--- src/hw/rtl/dest_pkg.sv ---
// ----------------------------------------------------------------------------
// dest_pkg
// Shared types and constants for the edge store with topological sort.
// ----------------------------------------------------------------------------
package dest_pkg;

  // Number of vertices held in the edge matrix.
  localparam int VERTEX_COUNT = 32;
  localparam int VIDX_W       = $clog2(VERTEX_COUNT);
  // Member list depth and widths.
  localparam int MEMBER_MAX   = 32;
  localparam int MIDX_W       = $clog2(MEMBER_MAX);
  localparam int MCNT_W       = $clog2(MEMBER_MAX + 1);
  localparam int DEG_W        = 6;

  // Command codes.
  localparam logic [2:0] CMD_ADD_EDGE   = 3'd0;
  localparam logic [2:0] CMD_REMOVE     = 3'd1;
  localparam logic [2:0] CMD_QUERY      = 3'd2;
  localparam logic [2:0] CMD_ADD_MEMBER = 3'd3;
  localparam logic [2:0] CMD_SORT       = 3'd4;

  // Status codes.
  localparam logic [1:0] ST_OK    = 2'd0;
  localparam logic [1:0] ST_ERROR = 2'd1;
  localparam logic [1:0] ST_CYCLE = 2'd2;

  typedef struct packed {
    logic [2:0] command;
    logic [7:0] from_vertex;
    logic [7:0] to_vertex;
  } in_item_t;

  typedef struct packed {
    logic [1:0] status;
    logic       edge_present;
    logic [5:0] vertex;
    logic       vertex_valid;
    logic       last;
  } out_item_t;

  // Commands from the controller to the datapath.
  typedef struct packed {
    logic load;
    logic exec_single;
    logic emit_empty;
    logic sort_init;
    logic deg_step;
    logic scan_step;
    logic pick_mark;
    logic pick_emit;
    logic emit_cycle;
  } ctrl_cmd_t;

  // Status from the datapath to the controller.
  typedef struct packed {
    logic is_sort;
    logic count_zero;
    logic slot_free;
    logic idx_last;
    logic candidate;
    logic done_last;
  } dp_stat_t;

endpackage

--- src/hw/rtl/dest_datapath.sv ---
// ----------------------------------------------------------------------------
// dest_datapath
// Edge matrix, member list, in-degree counters and the result register.
// ----------------------------------------------------------------------------
module dest_datapath import dest_pkg::*; (
  input  logic       clk,
  input  logic       rst_n,
  input  in_item_t   in_data,
  input  ctrl_cmd_t  cmd,
  output dp_stat_t   stat,
  output logic       out_valid,
  input  logic       out_stall,
  output out_item_t  out_data
);

  logic [VERTEX_COUNT-1:0] adj_r [VERTEX_COUNT];
  logic [VIDX_W-1:0]       list_r [MEMBER_MAX];
  logic [DEG_W-1:0]        deg_r [VERTEX_COUNT];
  logic [VERTEX_COUNT-1:0] mask_r;
  logic [VERTEX_COUNT-1:0] visited_r;
  logic [MCNT_W-1:0]       count_r;
  logic [MIDX_W-1:0]       idx_r;
  logic [MIDX_W-1:0]       done_r;
  in_item_t                item_r;
  out_item_t               out_r;
  logic                    out_valid_r;

  logic              f_ok, t_ok;
  logic [VIDX_W-1:0] f_idx, t_idx, v;
  logic [VERTEX_COUNT-1:0] row_f, row_v;
  logic              edge_bit, full, dup;
  logic              slot_free;
  logic              pick_any;

  // Decode of the latched request.
  assign f_ok     = item_r.from_vertex < 8'(VERTEX_COUNT);
  assign t_ok     = item_r.to_vertex < 8'(VERTEX_COUNT);
  assign f_idx    = item_r.from_vertex[VIDX_W-1:0];
  assign t_idx    = item_r.to_vertex[VIDX_W-1:0];
  assign row_f    = adj_r[f_idx];
  assign edge_bit = row_f[t_idx];
  assign full     = count_r == MCNT_W'(MEMBER_MAX);
  assign dup      = mask_r[f_idx];
  assign v        = list_r[idx_r];
  assign row_v    = adj_r[v];
  assign slot_free = !out_valid_r || !out_stall;
  assign pick_any = cmd.pick_mark || cmd.pick_emit;

  // Status toward the controller.
  assign stat.is_sort    = item_r.command == CMD_SORT;
  assign stat.count_zero = count_r == '0;
  assign stat.slot_free  = slot_free;
  assign stat.idx_last   = MCNT_W'(idx_r) == count_r - MCNT_W'(1);
  assign stat.candidate  = !visited_r[v] && deg_r[v] == '0;
  assign stat.done_last  = MCNT_W'(done_r) == count_r - MCNT_W'(1);

  // Request latch.
  always_ff @(posedge clk) begin
    if (cmd.load) begin
      item_r <= in_data;
    end
  end

  // Edge matrix, membership and sort bookkeeping.
  always_ff @(posedge clk) begin
    if (!rst_n) begin
      for (int r = 0; r < VERTEX_COUNT; r++) begin
        adj_r[r] <= '0;
      end
      mask_r    <= '0;
      visited_r <= '0;
      count_r   <= '0;
      idx_r     <= '0;
      done_r    <= '0;
    end else begin
      if (cmd.exec_single) begin
        unique case (item_r.command)
          CMD_ADD_EDGE: begin
            if (f_ok && t_ok && item_r.from_vertex != item_r.to_vertex) begin
              adj_r[f_idx][t_idx] <= 1'b1;
            end
          end
          CMD_REMOVE: begin
            if (f_ok && t_ok && edge_bit) begin
              adj_r[f_idx][t_idx] <= 1'b0;
            end
          end
          CMD_ADD_MEMBER: begin
            if (f_ok && !full && !dup) begin
              list_r[count_r[MIDX_W-1:0]] <= f_idx;
              mask_r[f_idx] <= 1'b1;
              count_r       <= count_r + MCNT_W'(1);
            end
          end
          default: begin
          end
        endcase
      end
      if (cmd.sort_init) begin
        visited_r <= '0;
        idx_r     <= '0;
        done_r    <= '0;
      end
      if (cmd.deg_step) begin
        idx_r <= stat.idx_last ? '0 : idx_r + MIDX_W'(1);
      end
      if (cmd.scan_step) begin
        idx_r <= idx_r + MIDX_W'(1);
      end
      // A pick in either pass marks the vertex and restarts the scan.
      if (pick_any) begin
        visited_r[v] <= 1'b1;
        done_r       <= done_r + MIDX_W'(1);
        idx_r        <= '0;
      end
      // The list empties after every sort.
      if (cmd.emit_empty || cmd.emit_cycle || (cmd.pick_emit && stat.done_last)) begin
        count_r <= '0;
        mask_r  <= '0;
      end
    end
  end

  // In-degree counters, one per vertex, updated in parallel.
  always_ff @(posedge clk) begin
    for (int j = 0; j < VERTEX_COUNT; j++) begin
      if (cmd.sort_init) begin
        deg_r[j] <= '0;
      end else if (cmd.deg_step && row_v[j] && mask_r[j]) begin
        deg_r[j] <= deg_r[j] + DEG_W'(1);
      end else if (pick_any && row_v[j] && mask_r[j] && deg_r[j] != '0) begin
        deg_r[j] <= deg_r[j] - DEG_W'(1);
      end
    end
  end

  // Result register.
  always_ff @(posedge clk) begin
    if (!rst_n) begin
      out_valid_r <= 1'b0;
    end else if (cmd.exec_single || cmd.emit_empty || cmd.emit_cycle || cmd.pick_emit) begin
      out_valid_r <= 1'b1;
    end else if (!out_stall) begin
      out_valid_r <= 1'b0;
    end
  end

  always_ff @(posedge clk) begin
    if (cmd.exec_single || cmd.emit_empty || cmd.emit_cycle || cmd.pick_emit) begin
      out_r.status       <= ST_OK;
      out_r.edge_present <= 1'b0;
      out_r.vertex       <= '0;
      out_r.vertex_valid <= 1'b0;
      out_r.last         <= 1'b1;
      if (cmd.emit_cycle) begin
        out_r.status <= ST_CYCLE;
      end
      if (cmd.pick_emit) begin
        out_r.vertex       <= 6'(v);
        out_r.vertex_valid <= 1'b1;
        out_r.last         <= stat.done_last;
      end
      if (cmd.exec_single) begin
        unique case (item_r.command)
          CMD_ADD_EDGE: begin
            if (!f_ok || !t_ok || item_r.from_vertex == item_r.to_vertex) begin
              out_r.status <= ST_ERROR;
            end
          end
          CMD_REMOVE: begin
            if (!f_ok || !t_ok || !edge_bit) begin
              out_r.status <= ST_ERROR;
            end
          end
          CMD_QUERY: begin
            if (!f_ok || !t_ok) begin
              out_r.status <= ST_ERROR;
            end else begin
              out_r.edge_present <= edge_bit;
            end
          end
          CMD_ADD_MEMBER: begin
            if (!f_ok || full || dup) begin
              out_r.status <= ST_ERROR;
            end
          end
          default: begin
            out_r.status <= ST_ERROR;
          end
        endcase
      end
    end
  end

  assign out_valid = out_valid_r;
  assign out_data  = out_r;

  // The membership mask always agrees with the member count.
  a_mask_count: assert property (@(posedge clk) disable iff (!rst_n)
    $countones(mask_r) == int'(count_r))
    else $error("member mask and count disagree");

  // A result is only loaded when the result register can take it.
  a_slot: assert property (@(posedge clk) disable iff (!rst_n)
    (cmd.exec_single || cmd.emit_empty || cmd.emit_cycle || cmd.pick_emit) |-> slot_free)
    else $error("result overwritten");

  // A picked vertex is unvisited with zero in-degree.
  a_pick: assert property (@(posedge clk) disable iff (!rst_n)
    pick_any |-> stat.candidate)
    else $error("invalid pick");

endmodule

--- src/hw/rtl/dest_ctrl.sv ---
// ----------------------------------------------------------------------------
// dest_ctrl
// Sequencer for single requests and the sort passes.
// ----------------------------------------------------------------------------
module dest_ctrl import dest_pkg::*; (
  input  logic      clk,
  input  logic      rst_n,
  input  logic      in_valid,
  output logic      in_stall,
  input  dp_stat_t  stat,
  output ctrl_cmd_t cmd
);

  typedef enum logic [2:0] {
    S_IDLE, S_EXEC, S_DEG, S_SCAN, S_EMIT, S_CYC, S_RESTART
  } state_t;

  state_t state_r, state_nxt;
  // Low during the silent pass that checks for a cycle, high while emitting.
  logic   emit_pass_r, emit_pass_nxt;

  assign in_stall = state_r != S_IDLE;

  // Next state and datapath commands.
  always_comb begin
    state_nxt     = state_r;
    emit_pass_nxt = emit_pass_r;
    cmd           = '0;
    unique case (state_r)
      S_IDLE: begin
        if (in_valid) begin
          cmd.load  = 1'b1;
          state_nxt = S_EXEC;
        end
      end
      S_EXEC: begin
        if (!stat.is_sort) begin
          if (stat.slot_free) begin
            cmd.exec_single = 1'b1;
            state_nxt       = S_IDLE;
          end
        end else if (!stat.count_zero) begin
          cmd.sort_init = 1'b1;
          emit_pass_nxt = 1'b0;
          state_nxt     = S_DEG;
        end else if (stat.slot_free) begin
          cmd.emit_empty = 1'b1;
          state_nxt      = S_IDLE;
        end
      end
      S_DEG: begin
        cmd.deg_step = 1'b1;
        if (stat.idx_last) begin
          state_nxt = S_SCAN;
        end
      end
      S_SCAN: begin
        if (stat.candidate) begin
          state_nxt = S_EMIT;
        end else if (stat.idx_last) begin
          state_nxt = S_CYC;
        end else begin
          cmd.scan_step = 1'b1;
        end
      end
      S_EMIT: begin
        if (!emit_pass_r) begin
          // The first pass only proves the members have no cycle.
          cmd.pick_mark = 1'b1;
          state_nxt     = stat.done_last ? S_RESTART : S_SCAN;
        end else if (stat.slot_free) begin
          cmd.pick_emit = 1'b1;
          state_nxt     = stat.done_last ? S_IDLE : S_SCAN;
        end
      end
      S_RESTART: begin
        cmd.sort_init = 1'b1;
        emit_pass_nxt = 1'b1;
        state_nxt     = S_DEG;
      end
      S_CYC: begin
        if (stat.slot_free) begin
          cmd.emit_cycle = 1'b1;
          state_nxt      = S_IDLE;
        end
      end
      default: state_nxt = S_IDLE;
    endcase
  end

  always_ff @(posedge clk) begin
    if (!rst_n) begin
      state_r     <= S_IDLE;
      emit_pass_r <= 1'b0;
    end else begin
      state_r     <= state_nxt;
      emit_pass_r <= emit_pass_nxt;
    end
  end

  // An accepted request always moves into execution.
  a_accept: assert property (@(posedge clk) disable iff (!rst_n)
    (in_valid && !in_stall) |=> state_r == S_EXEC)
    else $error("accepted request not executed");

  // Sort passes only run for a sort request.
  a_sort_only: assert property (@(posedge clk) disable iff (!rst_n)
    (state_r == S_DEG || state_r == S_SCAN) |-> stat.is_sort)
    else $error("sort pass without sort request");

  // The second pass starts only after the silent pass.
  a_restart: assert property (@(posedge clk) disable iff (!rst_n)
    (state_r == S_RESTART) |-> !emit_pass_r)
    else $error("restart during emit pass");

endmodule

--- src/hw/rtl/dag_edge_store_topo_sort_top.sv ---
// ----------------------------------------------------------------------------
// dag_edge_store_topo_sort_top
// Directed edge store with member list and topological sort.
// ----------------------------------------------------------------------------
// Requests enter on in_valid/in_stall; results leave on out_valid/out_stall.
// One request is handled at a time: in_stall is high from the cycle after
// acceptance until the request has placed its last result in the output
// register. Edge and member requests execute in S_EXEC, which waits while
// the output register holds an untaken result, and then load their result.
// A sort runs Kahn's algorithm twice over the n members: a silent pass that
// only checks for a cycle, then a pass that emits the order. Each pass first
// builds in-degrees by stepping through the member list, then for each
// picked vertex scans the member list from its start one entry a cycle and
// picks the first unvisited entry with zero in-degree.
// A cycle is reported after the silent pass, before any vertex is emitted.
// A stalled result holds in the output register; the sort pauses until it
// is taken. Reset clears the edge matrix, the member list and the result
// register at once; no clearing pass is needed.
// ----------------------------------------------------------------------------
module dag_edge_store_topo_sort_top import dest_pkg::*; (
  input  logic      clk,
  input  logic      rst_n,
  input  logic      in_valid,
  output logic      in_stall,
  input  in_item_t  in_data,
  output logic      out_valid,
  input  logic      out_stall,
  output out_item_t out_data
);

  ctrl_cmd_t cmd;
  dp_stat_t  stat;

  // Sequencer.
  dest_ctrl u_ctrl (
    .clk      (clk),
    .rst_n    (rst_n),
    .in_valid (in_valid),
    .in_stall (in_stall),
    .stat     (stat),
    .cmd      (cmd)
  );

  // Storage and result register.
  dest_datapath u_dp (
    .clk       (clk),
    .rst_n     (rst_n),
    .in_data   (in_data),
    .cmd       (cmd),
    .stat      (stat),
    .out_valid (out_valid),
    .out_stall (out_stall),
    .out_data  (out_data)
  );

endmodule
--- config.mk ---
export PLATFORM = sky130hd
export DESIGN_NAME = dag_edge_store_topo_sort_top
export DESIGN_NICKNAME = d
export VERILOG_FILES = /design/src/hw/rtl/dest_pkg.sv /design/src/hw/rtl/dest_datapath.sv /design/src/hw/rtl/dest_ctrl.sv /design/src/hw/rtl/dag_edge_store_topo_sort_top.sv
export SDC_FILE = /design/constraint.sdc
export NUM_CORES = 2
export LEC_CHECK = 0
export BUFFER_PORTS_ARGS = -buffer_cell sky130_fd_sc_hd__buf_2
export CORE_MARGIN = 2
export CORE_UTILIZATION = 40
export DETAILED_ROUTE_END_ITERATION = 8
export HOLD_SLACK_MARGIN = 0.05
export PLACE_DENSITY_LB_ADDON = 0.25
export RECOVER_POWER = 25
export SYNTH_ARGS = -nofsm -noshare
export SYNTH_HDL_FRONTEND = slang
export SYNTH_SLANG_ARGS = --single-unit
--- constraint.sdc ---
create_clock -name clk -period 5.6 [get_ports clk]
set_input_delay 0.84 -clock clk [delete_from_list [all_inputs] [get_ports clk]]
set_output_delay 0.84 -clock clk [all_outputs]
set_load 0.005 [all_outputs]
==> results_dict.tcl <==
set metrics [dict create \
    outcome "finished, violations left" \
    violations "capacitance limit, slew limit" \
    synth.avg_cell_area_um2 10.2 \
    fin_crit_sh_pct 96.6 \
    clock_sinks 1500 \
    r2r_slack_ns 0.19 \
    drive_gt1_share_pct 13.5 \
    numCtsBuffers 169 \
    drt_iter0_markers 12800 \
    whs_ns 0.170 \
    yosysMostFrequentCell "edfxtp_1" \
    fp-row-count 174 \
    ys_seq_elements 1500 \
    wl_per_cell_um 32.0 \
    cts_setup_buffers 0 \
    hold_path_class "in -> reg" \
    stdcell_count 11600 \
    track_usage_pct 31.4 \
    synthArstFlopShare_pct 0 \
    die-area_um2 229000 \
    die_x_um 478 \
    root_buffer "clkbuf_16" \
    max_slew_margin_pct -89.6 \
    yosysWarnings 0 \
    powerDensity_nw_per_um2 260 \
    antenna_found_initial 39 \
    viasPerCell 6.78 \
    fillers 21000 \
    leakagePower_nw 33.2 \
    cts.reportedPaths.clkPinSlew_ns 0.06 \
    finish.utilization_pct 44.6 \
    place.gp.congestion 0.926 \
    place_inst 11300 \
    critical_path_class "reg -> reg" \
    cap_violations 6 \
    endpoint_kind "register" \
    synth-main-ff-cell "edfxtp_1" \
    synth_edf_count 1405 \
    netlist.area_leader.share_pct 46.9 \
    synthCells 8831 \
    reg2reg_to "u_dp.adj_r[17][28]$_SDFFCE_PN0P_" \
    timing.final.hold_violations 0 \
    worst_slew_pin_slew_ns 2.84 \
    synth_top_area_cell "edfxtp_1" \
    arrival_ns 5.92 \
    startpoint_type "register" \
    critPathMaxFanout 32 \
    cp-endpoint "u_dp.adj_r[17][28]$_SDFFCE_PN0P_" \
    num_io_pins 36 \
    drv_slew 200 \
    grt_pass1_vias 73900 \
    cts_max_level 4 \
    grt_overflow 0 \
    synthTopCellsByCount "edfxtp_1, nor2_1, o21ai_0, clkbuf_1, nand2_1" \
    fin_crit_ns 5.41 \
    grt_max_degree 266 \
    clk_path_buf_depth 3 \
    clk_latency_ns 0.86 \
    drtAntennaViolNets 0 \
    grt_first_pass_wirelength_um 525000 \
    area_growth_pct 11.1 \
    finalNetCount 8595 \
    ys_top_cells_by_area "edfxtp_1, mux4_2, o21ai_0" \
    max-vdd-ir-drop_v 0.000239 \
    via_count 78700 \
    cts_tree "yes" \
    synth_cell_type_count 90 \
    reg2regPathDepth 15 \
    place_hpwl_um 224000 \
    synth-seq-area-share_pct 49.0 \
    setup_violations 0 \
    drt-pass1-iter-count 7 \
    die_h_um 478 \
    rsz0062_at_grt "false" \
    fmax_mhz 185 \
    whs_path_depth 1 \
    wirelength_um 372000 \
    core_um2 224000 \
    syn-cell-area_um2 90000 \
    start_util_pct 40.1 \
    fin_skew_ns 0.0520 \
    power.total_mw 26.0 \
    portBuffers 34 \
    required_ns 6.11 \
    drcViolationCount 0 \
]
final cells by class:
class / instances / area [µm²] / area share [%]
multi-input combinational: 5972 / 40600 / 40.7
antenna: 18 / 45.0 / 0.0451
sequential: 1500 / 44100 / 44.1
inverter: 337 / 1260 / 1.27
timing repair buffer: 488 / 4840 / 4.84
clock buffer: 218 / 4580 / 4.58
clock inverter: 83 / 756 / 0.756
tap: 2992 / 3740 / 3.74
logic make-up after synthesis:
group	synth area share, %
and+or+nand+nor	13.1
buffers and inverters	6.38
xor gates and xnor gates	0.302
adders and majority gates	1.45
muxes	13.2
other	0.00417
DFF	49.0
AOI/OAI and AO/OA	16.6
per-layer routing:
layer  share of wire (%)  global-route usage (%)  up-vias
li1                    -                       -    32200
met1                  36                    39.7    38800
met2                  42                    45.8     6176
met3                  14                    10.2     1535
met4                 7.7                    20.8       30
met5               0.059                       0        -
registers in the layout, summed over array words and instances, names as in the netlist, named ones only:
register            count
u_dp.deg_r            192
u_dp.f_idx              5
u_dp.item_r            14
u_dp.out_valid          1
u_dp.out_data          10
u_dp.adj_r           1024
u_ctrl.state_r          3
u_dp.visited_r         32
u_dp.mask_r            32
u_ctrl.emit_pass_r      1
u_dp.done_r             5
u_dp.count_r            6
u_dp.list_r           160
u_dp.idx_r              5
how the worst min path moves through the flow:
stage	slack [ns]	from	end
finish	0.17	in_data[3]	u_dp.item_r[3]$_DFFE_PP_
global route	0.15	in_data[5]	u_dp.item_r[5]$_DFFE_PP_
CTS	0.13	in_data[3]	u_dp.item_r[3]$_DFFE_PP_
detailed placement	0.50	u_dp.visited_r[15]$_SDFF_PN0_	u_dp.visited_r[15]$_SDFF_PN0_
global placement	0.48	u_dp.done_r[4]$_SDFFE_PN0P_	u_dp.done_r[4]$_SDFFE_PN0P_
floorplan	0.45	u_dp.done_r[4]$_SDFFE_PN0P_	u_dp.done_r[4]$_SDFFE_PN0P_
worst max-delay path: stages, from the launching register on:
cell and delay [ns]:
dfxtp_4 0.55, buf_12 0.31, buf_12 0.22, mux4_2 0.56, mux4_2 0.52, mux2i_1 0.85
o22ai_1 0.17, o21ai_0 0.29, nand4_1 0.13, o21ai_1 0.18, buf_4 0.25, o31ai_4 0.18
buf_12 0.22, nand3_1 0.14, buf_12 0.19, o21ai_0 0.16
through the flow:
stage	cell area (µm²)	TNS, ns	setup WS (ns)
finish	100000	0	0.191
floorplan	90100	0	1.06
detailed placement	94800	-0.709	-0.140
global placement	94800	-1.07	-0.165
global route	99900	0	0.0771
CTS	100000	0	0.0530
layout by cell type, fill, tap and decap left out, types with 103 or more instances in the layout:
master | netlist | final
nor3_1 | 119 | 117
buf_12 | 1 | 111
inv_1 | 336 | 336
a21oi_1 | 149 | 149
nand3_1 | 259 | 257
edfxtp_1 | 1405 | 1405
nor2_1 | 1316 | 1311
nand2_1 | 582 | 536
a41oi_1 | 217 | 217
o21ai_0 | 1221 | 1221
a211oi_1 | 214 | 214
mux2i_1 | 410 | 409
clkbuf_16 | 0 | 174
buf_4 | 30 | 301
ha_1 | 103 | 103
mux4_2 | 331 | 331
report_power, final:
| group | internal (mW) | leakage, nW | total, mW | switching, mW |
|---|---|---|---|---|
| combinational | 0.852 | 15.9 | 2.09 | 1.24 |
| clock | 6.31 | 2.61 | 11.2 | 4.90 |
| sequential | 12.5 | 14.8 | 12.7 | 0.227 |
repair_timing:
item | 4_1_cts | 5_1_grt
endpoints found under the hold margin | 0 | 0
hold buffers | 0 | 0
endpoints found under the setup margin | 11 | 7
gates cloned | 0 | 0
gates resized for setup | 1 | 1
(Power assumes the default switching activity.)
